`config.mk`:
```
export PLATFORM = sky130hd
export DESIGN_NAME = peak_picker_parabolic_unit_flat
export DESIGN_NICKNAME = d
export VERILOG_FILES = /design/src/ppp_pkg.sv /design/src/ppp_req_if.sv /design/src/ppp_rsp_if.sv /design/src/ppp_front.sv /design/src/ppp_queue.sv /design/src/ppp_back.sv /design/src/peak_picker_parabolic_unit.sv /design/src/flat_wrapper.sv
export SDC_FILE = /design/constraint.sdc
export NUM_CORES = 1
export LEC_CHECK = 0
export BUFFER_PORTS_ARGS = -buffer_cell sky130_fd_sc_hd__buf_4
export CAP_MARGIN = 20
export CORE_UTILIZATION = 40
export CTS_CLUSTER_SIZE = 12
export DETAILED_ROUTE_END_ITERATION = 8
export PLACE_DENSITY = 0.55
export SYNTH_ARGS = -nofsm -noshare
export SYNTH_HDL_FRONTEND = slang
export SYNTH_HIERARCHICAL = 1
export SYNTH_SLANG_ARGS = --single-unit
```
`constraint.sdc`:
```
create_clock -name clock -period 19.6 [get_ports clock]
set_clock_uncertainty 0.1 [all_clocks]
set_input_delay 3.92 -clock clock [delete_from_list [all_inputs] [get_ports clock]]
set_output_delay 3.92 -clock clock [all_outputs]
set_load 0.005 [all_outputs]
```
`src/ppp_pkg.sv`:
```
// Shared widths, register codes and the job record passed from front to back.
package ppp_pkg;

   localparam int SAMPLE_BITS = 16;
   localparam int INDEX_BITS  = 20;
   localparam int PIDX_W      = INDEX_BITS + 1;
   localparam int OFF_W       = 17;
   localparam int HEIGHT_W    = SAMPLE_BITS + 4;
   localparam int CSR_IDX_W   = 1;
   localparam int CSR_DATA_W  = 1;
   localparam int QUEUE_DEPTH = 4;

   localparam logic [CSR_IDX_W-1:0] REG_INCLUDE_EDGES = 1'd0;
   localparam logic [CSR_IDX_W-1:0] REG_INTERP_ON     = 1'd1;

   typedef struct packed {
      logic                          int_valid;
      logic                          interp;
      logic [PIDX_W-1:0]             int_index;
      logic signed [SAMPLE_BITS-1:0] int_sample;
      logic                          a_ge_b;
      logic [SAMPLE_BITS-1:0]        diff;
      logic [SAMPLE_BITS:0]          sum;
      logic                          edge_valid;
      logic [PIDX_W-1:0]             edge_index;
      logic signed [SAMPLE_BITS-1:0] edge_sample;
   } job_type;

   typedef struct packed {
      logic                               valid;
      logic                               full;
      logic [$clog2(QUEUE_DEPTH+1)-1:0]   count;
   } q_status_type;

endpackage

```
`src/ppp_req_if.sv`:
```
// Sample channel interface.
interface ppp_req_if;
   logic                                   valid;
   logic                                   ready;
   logic signed [ppp_pkg::SAMPLE_BITS-1:0] sample;
   logic                                   last_sample;

   modport source (output valid, sample, last_sample, input ready);
   modport sink (input valid, sample, last_sample, output ready);
endinterface

```
`src/ppp_rsp_if.sv`:
```
// Peak result channel interface.
interface ppp_rsp_if;
   logic                                valid;
   logic                                ready;
   logic [ppp_pkg::PIDX_W-1:0]          peak_index;
   logic signed [ppp_pkg::OFF_W-1:0]    offset_frac;
   logic signed [ppp_pkg::HEIGHT_W-1:0] peak_height;
   logic                                is_edge;
   logic                                last_of_run;

   modport source (output valid, peak_index, offset_frac, peak_height, is_edge, last_of_run,
                   input ready);
   modport sink (input valid, peak_index, offset_frac, peak_height, is_edge, last_of_run,
                 output ready);
endinterface

```
`src/ppp_front.sv`:
```
// Front end: sample history, peak classification and configuration registers.
module ppp_front (
   input  logic                             clock,
   input  logic                             reset,
   ppp_req_if.sink                          req,
   input  logic                             csr_we,
   input  logic [ppp_pkg::CSR_IDX_W-1:0]    csr_index,
   input  logic [ppp_pkg::CSR_DATA_W-1:0]   csr_wdata,
   input  ppp_pkg::q_status_type            q_stat,
   output logic                             push,
   output ppp_pkg::job_type                 job
);
   import ppp_pkg::*;

   localparam logic [INDEX_BITS-1:0] CNT_MAX = {INDEX_BITS{1'b1}};
   localparam logic [INDEX_BITS-1:0] CNT_ONE = INDEX_BITS'(1);

   logic                          edges_ff, edges_in;
   logic                          interp_ff, interp_in;
   logic signed [SAMPLE_BITS-1:0] prev_ff, prev_in;
   logic signed [SAMPLE_BITS-1:0] pprev_ff, pprev_in;
   logic [INDEX_BITS-1:0]         cnt_ff, cnt_in;

   logic                          accept;
   logic [PIDX_W-1:0]             num;
   logic                          first_edge, interior, last_edge;
   logic signed [SAMPLE_BITS:0]   a_full, b_full;
   logic [SAMPLE_BITS-1:0]        a_mag, b_mag;

   assign req.ready = !q_stat.full;
   assign accept    = req.valid && req.ready;
   assign num       = {1'b0, cnt_ff} + PIDX_W'(1);

   assign first_edge = (cnt_ff == CNT_ONE) && edges_ff && (prev_ff > req.sample);
   assign interior   = (cnt_ff > CNT_ONE) && (prev_ff > pprev_ff) && (prev_ff >= req.sample);
   assign last_edge  = req.last_sample && (cnt_ff != '0) && edges_ff && (req.sample > prev_ff);

   // Both differences are positive or zero whenever the job is an interior peak.
   assign a_full = {prev_ff[SAMPLE_BITS-1], prev_ff} - {pprev_ff[SAMPLE_BITS-1], pprev_ff};
   assign b_full = {prev_ff[SAMPLE_BITS-1], prev_ff} - {req.sample[SAMPLE_BITS-1], req.sample};
   assign a_mag  = a_full[SAMPLE_BITS-1:0];
   assign b_mag  = b_full[SAMPLE_BITS-1:0];

   always_comb begin
      job.int_valid   = interior;
      job.interp      = interp_ff;
      job.int_index   = num - PIDX_W'(1);
      job.int_sample  = prev_ff;
      job.a_ge_b      = a_mag >= b_mag;
      job.diff        = (a_mag >= b_mag) ? (a_mag - b_mag) : (b_mag - a_mag);
      job.sum         = {1'b0, a_mag} + {1'b0, b_mag};
      job.edge_valid  = first_edge || last_edge;
      job.edge_index  = first_edge ? PIDX_W'(1) : num;
      job.edge_sample = first_edge ? prev_ff : req.sample;
   end

   assign push = accept && (interior || first_edge || last_edge);

   always_comb begin
      edges_in  = edges_ff;
      interp_in = interp_ff;
      if (csr_we) begin
         unique case (csr_index)
            REG_INCLUDE_EDGES: edges_in  = csr_wdata[0];
            REG_INTERP_ON:     interp_in = csr_wdata[0];
            default: ;
         endcase
      end
      prev_in  = prev_ff;
      pprev_in = pprev_ff;
      cnt_in   = cnt_ff;
      if (accept) begin
         if (req.last_sample) begin
            prev_in  = '0;
            pprev_in = '0;
            cnt_in   = '0;
         end else begin
            prev_in  = req.sample;
            pprev_in = prev_ff;
            if (cnt_ff != CNT_MAX) begin
               cnt_in = cnt_ff + CNT_ONE;
            end
         end
      end
   end

   always_ff @(posedge clock) begin
      if (reset) begin
         edges_ff  <= 1'b0;
         interp_ff <= 1'b1;
         prev_ff   <= '0;
         pprev_ff  <= '0;
         cnt_ff    <= '0;
      end else begin
         edges_ff  <= edges_in;
         interp_ff <= interp_in;
         prev_ff   <= prev_in;
         pprev_ff  <= pprev_in;
         cnt_ff    <= cnt_in;
      end
   end

endmodule

```
`src/ppp_queue.sv`:
```
// Short job queue between the front end and the arithmetic back end.
module ppp_queue (
   input  logic                  clock,
   input  logic                  reset,
   input  logic                  push,
   input  ppp_pkg::job_type      push_job,
   input  logic                  pop,
   output ppp_pkg::job_type      head_job,
   output ppp_pkg::q_status_type q_stat
);
   import ppp_pkg::*;

   localparam int PW = $clog2(QUEUE_DEPTH);
   localparam int CW = $clog2(QUEUE_DEPTH + 1);

   job_type         entry_ff [QUEUE_DEPTH];
   logic [PW-1:0]   wr_ff, wr_in;
   logic [PW-1:0]   rd_ff, rd_in;
   logic [CW-1:0]   count_ff, count_in;
   logic            do_push, do_pop;

   assign do_push = push && (count_ff != CW'(QUEUE_DEPTH));
   assign do_pop  = pop && (count_ff != '0);

   assign head_job     = entry_ff[rd_ff];
   assign q_stat.valid = count_ff != '0;
   assign q_stat.full  = count_ff == CW'(QUEUE_DEPTH);
   assign q_stat.count = count_ff;

   always_comb begin
      wr_in    = do_push ? wr_ff + PW'(1) : wr_ff;
      rd_in    = do_pop ? rd_ff + PW'(1) : rd_ff;
      count_in = count_ff;
      if (do_push && !do_pop) begin
         count_in = count_ff + CW'(1);
      end else if (do_pop && !do_push) begin
         count_in = count_ff - CW'(1);
      end
   end

   always_ff @(posedge clock) begin
      if (reset) begin
         wr_ff    <= '0;
         rd_ff    <= '0;
         count_ff <= '0;
      end else begin
         wr_ff    <= wr_in;
         rd_ff    <= rd_in;
         count_ff <= count_in;
      end
   end

   always_ff @(posedge clock) begin
      if (do_push) begin
         entry_ff[wr_ff] <= push_job;
      end
   end

endmodule

```
`src/ppp_back.sv`:
```
// Back end: serial square and division for interpolation, and the result register.
module ppp_back (
   input  logic                  clock,
   input  logic                  reset,
   input  ppp_pkg::q_status_type q_stat,
   input  ppp_pkg::job_type      head_job,
   output logic                  pop,
   ppp_rsp_if.source             rsp
);
   import ppp_pkg::*;

   localparam int SB  = SAMPLE_BITS;
   localparam int NW  = (2 * SB + 4 > SB + 18) ? 2 * SB + 4 : SB + 18;
   localparam int DW  = SB + 2;
   localparam int CW  = $clog2(NW);
   localparam int HW  = SB + 6;
   localparam logic signed [HW-1:0] HMAX = HW'((64'sd1 <<< (HEIGHT_W - 1)) - 1);
   localparam logic signed [HW-1:0] HMIN = -HMAX - HW'(1);

   typedef enum logic [2:0] {
      S_IDLE, S_SQR, S_DIVO, S_DIVH, S_OUT_INT, S_OUT_EDGE
   } state_type;

   state_type               state_ff, state_in;
   job_type                 job_ff, job_in;
   logic [2*SB-1:0]         mcand_ff, mcand_in;
   logic [SB-1:0]           mplier_ff, mplier_in;
   logic [2*SB-1:0]         prod_ff, prod_in;
   logic [NW-1:0]           num_ff, num_in;
   logic [NW-1:0]           quo_ff, quo_in;
   logic [DW-1:0]           rem_ff, rem_in;
   logic [DW-1:0]           den_ff, den_in;
   logic [CW-1:0]           cnt_ff, cnt_in;
   logic signed [OFF_W-1:0] off_ff, off_in;
   logic [PIDX_W-1:0]       idx_ff, idx_in;
   logic signed [HEIGHT_W-1:0] ht_ff, ht_in;
   logic                    edge_ff, edge_in;
   logic                    lor_ff, lor_in;

   logic [DW:0]             shifted;
   logic                    ge;
   logic [DW-1:0]           rem_step;
   logic [NW-1:0]           quo_step;
   logic [OFF_W-1:0]        mag;
   logic signed [HW-1:0]    ht_sum;

   // One restoring division step per cycle.
   assign shifted  = {rem_ff, num_ff[NW-1]};
   assign ge       = shifted >= {1'b0, den_ff};
   assign rem_step = ge ? DW'(shifted - {1'b0, den_ff}) : shifted[DW-1:0];
   assign quo_step = {quo_ff[NW-2:0], ge};
   assign mag      = quo_step[OFF_W-1:0];
   assign ht_sum   = {{2{job_ff.int_sample[SB-1]}}, job_ff.int_sample, 4'b0000}
                     + {3'b000, quo_step[SB+2:0]};

   assign pop         = (state_ff == S_IDLE) && q_stat.valid;
   assign rsp.valid   = (state_ff == S_OUT_INT) || (state_ff == S_OUT_EDGE);
   assign rsp.peak_index  = idx_ff;
   assign rsp.offset_frac = off_ff;
   assign rsp.peak_height = ht_ff;
   assign rsp.is_edge     = edge_ff;
   assign rsp.last_of_run = lor_ff;

   always_comb begin
      state_in  = state_ff;
      job_in    = job_ff;
      mcand_in  = mcand_ff;
      mplier_in = mplier_ff;
      prod_in   = prod_ff;
      num_in    = num_ff;
      quo_in    = quo_ff;
      rem_in    = rem_ff;
      den_in    = den_ff;
      cnt_in    = cnt_ff;
      off_in    = off_ff;
      idx_in    = idx_ff;
      ht_in     = ht_ff;
      edge_in   = edge_ff;
      lor_in    = lor_ff;
      unique case (state_ff)
         S_IDLE: begin
            if (q_stat.valid) begin
               job_in = head_job;
               if (head_job.int_valid && head_job.interp) begin
                  mcand_in  = {{SB{1'b0}}, head_job.diff};
                  mplier_in = head_job.diff;
                  prod_in   = '0;
                  cnt_in    = '0;
                  state_in  = S_SQR;
               end else if (head_job.int_valid) begin
                  idx_in   = head_job.int_index;
                  off_in   = '0;
                  ht_in    = {head_job.int_sample, 4'b0000};
                  edge_in  = 1'b0;
                  lor_in   = !head_job.edge_valid;
                  state_in = S_OUT_INT;
               end else begin
                  idx_in   = head_job.edge_index;
                  off_in   = '0;
                  ht_in    = {head_job.edge_sample, 4'b0000};
                  edge_in  = 1'b1;
                  lor_in   = 1'b1;
                  state_in = S_OUT_EDGE;
               end
            end
         end
         S_SQR: begin
            if (mplier_ff[0]) begin
               prod_in = prod_ff + mcand_ff;
            end
            mcand_in  = mcand_ff << 1;
            mplier_in = mplier_ff >> 1;
            cnt_in    = cnt_ff + CW'(1);
            if (cnt_ff == CW'(SB - 1)) begin
               // Offset magnitude is floor((d * 2^16 + s) / (2 * s)).
               num_in   = (NW'(job_ff.diff) << 16) + NW'(job_ff.sum);
               den_in   = {job_ff.sum, 1'b0};
               rem_in   = '0;
               quo_in   = '0;
               cnt_in   = '0;
               state_in = S_DIVO;
            end
         end
         S_DIVO: begin
            num_in = num_ff << 1;
            rem_in = rem_step;
            quo_in = quo_step;
            cnt_in = cnt_ff + CW'(1);
            if (cnt_ff == CW'(NW - 1)) begin
               off_in = job_ff.a_ge_b ? $signed(mag) : -$signed(mag);
               // Height correction is floor((4 * d^2 + s) / (2 * s)).
               num_in   = NW'({prod_ff, 2'b00}) + NW'(job_ff.sum);
               rem_in   = '0;
               quo_in   = '0;
               cnt_in   = '0;
               state_in = S_DIVH;
            end
         end
         S_DIVH: begin
            num_in = num_ff << 1;
            rem_in = rem_step;
            quo_in = quo_step;
            cnt_in = cnt_ff + CW'(1);
            if (cnt_ff == CW'(NW - 1)) begin
               if (ht_sum > HMAX) begin
                  ht_in = HMAX[HEIGHT_W-1:0];
               end else if (ht_sum < HMIN) begin
                  ht_in = HMIN[HEIGHT_W-1:0];
               end else begin
                  ht_in = ht_sum[HEIGHT_W-1:0];
               end
               idx_in   = job_ff.int_index;
               edge_in  = 1'b0;
               lor_in   = !job_ff.edge_valid;
               state_in = S_OUT_INT;
            end
         end
         S_OUT_INT: begin
            if (rsp.ready) begin
               if (job_ff.edge_valid) begin
                  idx_in   = job_ff.edge_index;
                  off_in   = '0;
                  ht_in    = {job_ff.edge_sample, 4'b0000};
                  edge_in  = 1'b1;
                  lor_in   = 1'b1;
                  state_in = S_OUT_EDGE;
               end else begin
                  state_in = S_IDLE;
               end
            end
         end
         S_OUT_EDGE: begin
            if (rsp.ready) begin
               state_in = S_IDLE;
            end
         end
         default: state_in = S_IDLE;
      endcase
   end

   always_ff @(posedge clock) begin
      if (reset) begin
         state_ff <= S_IDLE;
      end else begin
         state_ff <= state_in;
      end
      job_ff    <= job_in;
      mcand_ff  <= mcand_in;
      mplier_ff <= mplier_in;
      prod_ff   <= prod_in;
      num_ff    <= num_in;
      quo_ff    <= quo_in;
      rem_ff    <= rem_in;
      den_ff    <= den_in;
      cnt_ff    <= cnt_in;
      off_ff    <= off_in;
      idx_ff    <= idx_in;
      ht_ff     <= ht_in;
      edge_ff   <= edge_in;
      lor_ff    <= lor_in;
   end

endmodule

```
`src/peak_picker_parabolic_unit.sv`:
```
// Top level of the streaming peak picker with parabolic interpolation.
//
//   channel  direction  beat contents
//   req      in         sample, last_sample
//   rsp      out        peak_index, offset_frac, peak_height, is_edge, last_of_run
//   csr      in         csr_we, csr_index, csr_wdata (write only)
//
// A sample beat is taken whenever the four-entry job queue has room.
// An interpolated peak occupies the back end for a load step, a serial square
// and two divisions (offset, then height), then its result beats; any other job
// takes the load step plus its result beats.
// A stalled result holds the back end only; the front keeps filling the queue.
// Reset is synchronous and clears history, queue and sequencer at once.
module peak_picker_parabolic_unit (
   input  logic                           clock,
   input  logic                           reset,
   ppp_req_if.sink                        req,
   ppp_rsp_if.source                      rsp,
   input  logic                           csr_we,
   input  logic [ppp_pkg::CSR_IDX_W-1:0]  csr_index,
   input  logic [ppp_pkg::CSR_DATA_W-1:0] csr_wdata
);
   import ppp_pkg::*;

   logic         push;
   logic         pop;
   job_type      push_job;
   job_type      head_job;
   q_status_type q_stat;

   ppp_front u_front (
      .clock     (clock),
      .reset     (reset),
      .req       (req),
      .csr_we    (csr_we),
      .csr_index (csr_index),
      .csr_wdata (csr_wdata),
      .q_stat    (q_stat),
      .push      (push),
      .job       (push_job)
   );

   ppp_queue u_queue (
      .clock    (clock),
      .reset    (reset),
      .push     (push),
      .push_job (push_job),
      .pop      (pop),
      .head_job (head_job),
      .q_stat   (q_stat)
   );

   ppp_back u_back (
      .clock    (clock),
      .reset    (reset),
      .q_stat   (q_stat),
      .head_job (head_job),
      .pop      (pop),
      .rsp      (rsp)
   );

   // An edge peak is always the final result of its sample.
   a_edge_last: assert property (@(posedge clock) disable iff (reset)
      rsp.valid && rsp.is_edge |-> rsp.last_of_run)
      else $error("edge peak without last_of_run");

   a_edge_off: assert property (@(posedge clock) disable iff (reset)
      rsp.valid && rsp.is_edge |-> rsp.offset_frac == '0)
      else $error("edge peak with nonzero offset");

   a_full_stall: assert property (@(posedge clock) disable iff (reset)
      q_stat.full |-> !req.ready && !push)
      else $error("sample taken while job queue full");

   a_pop_valid: assert property (@(posedge clock) disable iff (reset)
      pop |-> q_stat.valid && !rsp.valid)
      else $error("job popped from empty queue or during a result beat");

endmodule
```
`src/flat_wrapper.sv`:
```
// flat-port wrapper written by rule: the top's interface ports become plain ports
module peak_picker_parabolic_unit_flat import ppp_pkg::*;
  (clock, reset, csr_we, csr_index, csr_wdata, req_valid, req_sample, req_last_sample, req_ready, rsp_valid, rsp_peak_index, rsp_offset_frac, rsp_peak_height, rsp_is_edge, rsp_last_of_run, rsp_ready);
  ppp_req_if req_i ();
  ppp_rsp_if rsp_i ();
  input  logic clock;
  input  logic reset;
  input  logic csr_we;
  input  logic [ppp_pkg::CSR_IDX_W-1:0] csr_index;
  input  logic [ppp_pkg::CSR_DATA_W-1:0] csr_wdata;
  input wire logic [$bits(req_i.valid)-1:0] req_valid;
  input wire logic [$bits(req_i.sample)-1:0] req_sample;
  input wire logic [$bits(req_i.last_sample)-1:0] req_last_sample;
  output wire logic [$bits(req_i.ready)-1:0] req_ready;
  output wire logic [$bits(rsp_i.valid)-1:0] rsp_valid;
  output wire logic [$bits(rsp_i.peak_index)-1:0] rsp_peak_index;
  output wire logic [$bits(rsp_i.offset_frac)-1:0] rsp_offset_frac;
  output wire logic [$bits(rsp_i.peak_height)-1:0] rsp_peak_height;
  output wire logic [$bits(rsp_i.is_edge)-1:0] rsp_is_edge;
  output wire logic [$bits(rsp_i.last_of_run)-1:0] rsp_last_of_run;
  input wire logic [$bits(rsp_i.ready)-1:0] rsp_ready;
  assign req_i.valid = req_valid;
  assign req_i.sample = req_sample;
  assign req_i.last_sample = req_last_sample;
  assign req_ready = req_i.ready;
  assign rsp_valid = rsp_i.valid;
  assign rsp_peak_index = rsp_i.peak_index;
  assign rsp_offset_frac = rsp_i.offset_frac;
  assign rsp_peak_height = rsp_i.peak_height;
  assign rsp_is_edge = rsp_i.is_edge;
  assign rsp_last_of_run = rsp_i.last_of_run;
  assign rsp_i.ready = rsp_ready;
  peak_picker_parabolic_unit u_core (.clock(clock), .reset(reset), .req(req_i), .rsp(rsp_i), .csr_we(csr_we), .csr_index(csr_index), .csr_wdata(csr_wdata));
endmodule
```
==> impl_metrics.py, run 1 <==
metrics = {
    "run_status": {
        "outcome": "complete, no violations",
    },
    "worst_setup_path": {
        "worstPathRequired_ps": 19760,
        "path_cells": "buf_4 -> ha_1 -> inv_1 -> fa_1 -> a21o_1 -> a21oi_1 -> o221ai_1 -> a31o_2 -> nand2_1 -> nand3_1 -> a31oi_1 -> inv_1 -> nor2_1 -> and2_4 -> buf_4",
        "cp.arrival_ps": 8430,
        "end_kind": "flip-flop",
        "path_max_fanout": 61,
        "cp_slowest_cell": "buf_4",
        "crit_path_start_kind": "primary input",
        "crit_start": "req_sample[0]",
        "worstReg2RegStart": "u_core/u_front/prev_ff[0]",
        "worstSetupPathType": "in2reg",
        "max_stage_delay_ps": 880,
    },
    "grt": {
        "grt_pass1_vias": 26600,
        "gr-total-overflow": 0,
        "globalRouteTotalUtil_pct": 18.78,
        "antenna_found_initial": 0,
        "grt_pass1_wl_mm": 155.7,
        "grt_max_degree": 66,
    },
    "cts": {
        "cts_hold_buf": 0,
        "clock-root-buffer": "clkbuf_16",
        "cts_resized": 0,
        "clockBufferDepth": 3,
        "tritoncts": "built",
        "cts_sinks": 854,
        "clkLatencyLatePin_ps": 650,
        "clk_pin_slew_ps": 50,
        "post_cts_buffers": 0,
        "htree_levels": 3,
        "cts_buffers": 94,
    },
    "floorplanning": {
        "num_rows": 118,
        "die_area_um2": 106500,
        "die_x_um": 326.3,
        "ios": 86,
        "core_um2": 103900,
        "fp.dieH_um": 326.3,
        "start_util_pct": 40.47,
    },
    "finish": {
        "num-nets-final": 3493,
        "antenna_cells_inserted": 0,
        "drive_gt1_share_pct": 13.66,
        "n_fill_cell": 9325,
        "syn2layout_area_growth_pct": 11.94,
    },
    "detailed_routing": {
        "drt_first_iter_violations": 2059,
        "drc": 0,
        "wl_mm": 100.1,
        "vias_per_cell": 5.513,
        "ant_nets": 0,
        "wire_per_inst_um": 21.10,
        "num_vias": 26170,
        "firstDrtPassIters": 8,
    },
    "logic_synthesis": {
        "yosysWarnings": 6,
        "synth_cell_types": 102,
        "synth_edf_count": 788,
        "avgSynthCellArea_um2": 13.07,
        "synth.cell_area_um2": 42070,
        "synth_flop_cell": "edfxtp_1",
        "synth_seq_area_share_pct": 59.39,
        "synth.net_count": 3423,
        "synthCells": 3219,
        "synthArstFlopShare_pct": 0,
        "synth_seq_cells": 854,
    },
    "pwr": {
        "pwr_density_cell_nw_per_um2": 106.3,
        "p_leak_nw": 16.59,
        "finalPower_mw": 5.006,
        "ir_drop_uv": 70.32,
    },
    "sta": {
        "finalSetupViolCount": 0,
        "fmax_mhz": 121.0,
        "fin_setup_tns_ps": 0,
        "finalHoldViolations": 0,
        "fin_crit_sh_pct": 42.17,
        "fin_ws_ps": 11330,
        "rsz0062_at_grt": "no",
        "relSlewSlack_pct": 32.90,
        "slew_viol_final": 0,
        "tightest_slew_ps": 1006,
        "period_minus_slack_ps": 8266,
    },
    "flow_run": {
        "drv_cap": 0,
    },
    "place": {
        "post-place-ws_ps": 10480,
        "gp_congestion": 0.8804,
        "place_hpwl_mm": 67.96,
        "port_buffers": 85,
    },
    "hold_path": {
        "hp-class": "reg2reg",
        "hp-start": "u_core/u_back/job_ff[38]",
    },
}
-- per-stage QoR --
step                      hold slack [ps]  area [um^2]  instances  util (%)
after floorplan                     317.4        42070       3219         -
after global placement              341.0        44070       4572     42.40
after detailed placement            356.3        44070       4572     42.40
after CTS                           372.4        47070       4746     45.29
after global routing                386.3        47090       4747     45.30
final                               372.2        47090       4747     45.30
-- registers in the layout (all words and copies together), names as in the netlist, 2 cells and up, named ones only --
signal,cells
u_core/u_back/cnt_ff,6
u_core/u_back/den_ff,17
u_core/u_back/job_ff,109
u_core/u_back/mcand_ff,32
u_core/u_back/mplier_ff,16
u_core/u_back/num_ff,36
u_core/u_back/prod_ff,32
u_core/u_back/quo_ff,18
u_core/u_back/rem_ff,18
u_core/u_back/rsp.offset_frac,17
u_core/u_back/rsp.peak_height,20
u_core/u_back/rsp.peak_index,21
u_core/u_back/state_ff,3
u_core/u_front/cnt_ff,20
u_core/u_front/pprev_ff,16
u_core/u_front/prev_ff,16
u_core/u_queue/count_ff,3
u_core/u_queue/entry_ff,444
u_core/u_queue/rd_ff,2
u_core/u_queue/wr_ff,2
-- kinds of logic after synthesis --
logic type / count (synthesis) / synth area share [%]
adders and majority gates: 180 / 5.532
buffers and inverters: 309 / 3.120
xor gates and xnor gates: 197 / 4.120
DFF: 854 / 59.39
and+or+nand+nor: 842 / 9.890
AOI/OAI and AO/OA: 647 / 10.04
muxes: 190 / 7.909
-- where the power goes --
group,switching [mW],total (mW),internal (mW)
Sequential,0.0599,2.27,2.21
Clock,0.709,1.71,1.00
Combinational,0.652,1.02,0.371
-- area by class of cell --
cell class                      instances  area [um^2]  share of cell area (%)
Clock inverter                         37        316.6                  0.6722
Timing Repair Buffer                  121        915.9                   1.945
Inverter                              162        608.1                   1.291
Tap cell                             1380         1727                   3.667
Sequential cell                       854        24990                   53.07
Clock buffer                          137         2686                   5.705
Multi-Input combinational cell       2056        15840                   33.65
-- final timing paths --
kind | slack [ps] | to | cells past startpoint
setup / recovery | 11330 | u_core/u_queue/entry_ff[1][56] | 15
hold / removal | 370 | u_core/u_back/den_ff[1] | 0
setup reg to reg | 13950 | u_core/u_queue/entry_ff[1][56] | 15
hold reg to reg | 370 | u_core/u_back/den_ff[1] | 0
-- placed cells by master, fill, tap and decap left out, types with 71 or more instances in the layout --
cell type,instances
a21oi_1,203
buf_4,120
clkbuf_16,96
edfxtp_1,788
ha_1,170
inv_1,158
mux4_2,111
nand2_1,225
nor2_1,231
nor3_1,71
o21ai_0,124
xnor2_1,127
-- cell usage after synthesis (all sizes together), types with 29 or more instances --
library cell	instances	area, um^2
a21o	60	450.4
inv	162	608.1
xor2	69	604.3
edfxtp	788	23660
a21oi	206	1046
and3	58	362.9
nand3	57	290.3
xnor2	128	1129
mux2	29	326.6
nor2	234	878.3
nor3	75	385.4
clkbuf	87	326.6
ha	170	2127
a22oi	32	240.2
mux2i	50	500.5
buf	60	377.9
dfxtp	66	1321
mux4	111	2500
o21ai	150	792.0
nand2	228	858.3
-- worst max-delay path: cells and delay by family --
| family | cells | cell delay [ps] |
|---|---|---|
| buf+inv | 4 | 1130 |
| fa+ha+maj | 2 | 590 |
| simple gates | 4 | 1310 |
| compound gates | 5 | 1370 |
-- layer usage --
layer	vias up	wire (um)	part of all wire [%]	global-route usage [%]
met4	0	1945	1.9	4.653
met5	-	0	0	0
met3	129	4226	4.2	2.733
met2	546	48610	49	31.75
met1	13180	45360	45	25.40
li1	12320	-	-	-
Power figures use the tool's default switching activity.
==> run 2: changes to the inputs <==
==> constraint.sdc (replaced) <==
create_clock -name clock -period 8 [get_ports clock]
set_clock_uncertainty 0.1 [all_clocks]
set_input_delay 1.6 -clock clock [delete_from_list [all_inputs] [get_ports clock]]
set_output_delay 1.6 -clock clock [all_outputs]
set_load 0.005 [all_outputs]
==> impl_metrics.py, run 2 (synthesized netlist as in run 1, its figures left out) <==
metrics = {
    "run_status": {
        "outcome": "complete, no violations",
    },
    "finish": {
        "layout_commonest_cell": "edfxtp_1",
        "largest_register_ffs": 444,
        "top_regs": "u_core/u_queue/entry_ff x444, u_core/u_back/job_ff x109, u_core/u_back/num_ff x36",
        "final_area_um2": 47130,
        "largest_register": "u_core/u_queue/entry_ff",
        "num-nets-final": 3496,
        "drive_gt1_share_pct": 13.33,
        "syn2layout_area_growth_pct": 12.04,
        "layout_common_cells": "788 x edfxtp_1, 231 x nor2_1, 225 x nand2_1, 203 x a21oi_1, 170 x ha_1",
        "post-route-util_pct": 45.34,
    },
    "cts": {
        "tritoncts": "built",
        "htree_levels": 3,
        "cts_buffers": 93,
        "clk_pin_slew_ps": 50,
        "cts_hold_buf": 0,
        "post_cts_buffers": 0,
        "clkLatencyLatePin_ps": 660,
        "cts_sinks": 854,
        "clock-root-buffer": "clkbuf_16",
        "cts_resized": 0,
        "clockBufferDepth": 3,
    },
    "floorplanning": {
        "die_x_um": 326.3,
        "ios": 86,
        "num_rows": 118,
        "start_util_pct": 40.47,
        "fp.dieH_um": 326.3,
        "core_um2": 103900,
        "die_area_um2": 106500,
    },
    "pwr": {
        "ir_drop_uv": 181.6,
        "pwr_density_cell_nw_per_um2": 260.3,
        "p_leak_nw": 16.58,
        "finalPower_mw": 12.27,
    },
    "worst_setup_path": {
        "cp.arrival_ps": 6200,
        "crit_start": "req_sample[0]",
        "end_kind": "flip-flop",
        "crit_path_start_kind": "primary input",
        "worstReg2RegStart": "u_core/u_front/prev_ff[0]",
        "worstPathRequired_ps": 8240,
        "worstSetupPathType": "in2reg",
        "worst_r2r_endpoint": "u_core/u_queue/entry_ff[2][68]",
        "path_max_fanout": 13,
        "r2r_cells": 18,
        "ff2ff_setup_slack_ps": 2560,
    },
    "sta": {
        "fin_setup_tns_ps": 0,
        "slew_viol_final": 0,
        "finalSetupViolCount": 0,
        "relSlewSlack_pct": 37.12,
        "fin_ws_ps": 2042,
        "finalHoldViolations": 0,
        "rsz0062_at_grt": "no",
        "fmax_mhz": 167.9,
        "tightest_slew_ps": 941.0,
        "fin_crit_sh_pct": 74.47,
        "period_minus_slack_ps": 5958,
    },
    "place": {
        "place_area_um2": 44150,
        "place_hpwl_mm": 67.49,
        "port_buffers": 85,
        "gp_congestion": 0.8559,
        "post-place-ws_ps": 1210,
    },
    "detailed_routing": {
        "ant_nets": 0,
        "drt_first_iter_violations": 1979,
        "wire_per_inst_um": 21.10,
        "wl_mm": 100.2,
        "num_vias": 26100,
        "drc": 0,
        "firstDrtPassIters": 6,
        "vias_per_cell": 5.494,
    },
    "hold_path": {
        "hp-class": "reg2reg",
        "hp-start": "u_core/u_back/job_ff[39]",
        "holdPathEnd": "u_core/u_back/den_ff[2]",
        "holdPathStages": 0,
    },
    "grt": {
        "gr-total-overflow": 0,
        "globalRouteTotalUtil_pct": 19.01,
        "grt_use_met3_pct": 3.073,
        "met2_usage_pct": 31.65,
        "grt_max_degree": 111,
        "top_usage_layer": "met2",
        "grt_pass1_wl_mm": 157.1,
        "grt_pass1_vias": 26510,
        "antenna_found_initial": 3,
        "grt_util_met1_pct": 25.97,
    },
    "flow_run": {
        "drv_cap": 0,
    },
}
-- run 2: cell count changes in the layout (fill, tap and decap cells not counted), sizes merged --
cell,previous run,this run
clkinv,26,31
buf,121,125
diode,0,1
bufinv,4,7
inv,167,165
clkbuf,137,129
-- run 2: power by group --
part / switching, mW / internal [mW]
Sequential: 0.147 / 5.42
Combinational: 1.61 / 0.921
Clock: 1.72 / 2.46
-- run 2: routing by layer --
layer | up-vias | wire length (um)
li1 | 12310 | -
met1 | 13020 | 45100
met2 | 631 | 47880
met3 | 141 | 5143
met4 | 0 | 2084
met5 | - | 0
-- run 2: final cells by class --
class | instances | area, um^2
inverter | 162 | 608.1
multi-input combinational | 2056 | 15840
fill | 9331 | 56810
clock buffer | 129 | 2556
antenna | 1 | 2.502
timing repair buffer | 125 | 996.0
sequential | 854 | 24990
clock inverter | 43 | 404.1
tap | 1380 | 1727
-- run 2: per-stage QoR --
step,hold slack (ps),instances
finish,351.6,4750
global route,365.9,4749
CTS,354.1,4748
detailed placement,340.2,4576
global placement,344.0,4576
floorplan,317.4,3219
-- run 2: how the worst max path moves through the flow --
stage,endpoint,slack [ps],cells past startpoint
final,u_core/u_queue/entry_ff[2][68],2040,18
after global routing,u_core/u_queue/entry_ff[2][68],1690,18
after CTS,u_core/u_queue/entry_ff[2][68],1880,17
after detailed placement,u_core/u_queue/entry_ff[2][68],1210,17
after global placement,u_core/u_queue/entry_ff[2][68],1340,17
after floorplan,u_core/u_queue/entry_ff[0][0],1110,13
-- run 2: worst max-delay path, cell delays in order --
cell,delay [ps]
buf_4,100
ha_1,180
inv_1,60
fa_1,400
a21o_1,170
a21oi_1,280
o221ai_1,300
a31o_2,370
xor2_1,250
ha_1,450
nor3_1,370
nand3_1,120
nor3_1,270
nor4_2,120
a211oi_4,530
buf_8,230
mux2i_1,240
xnor2_1,150
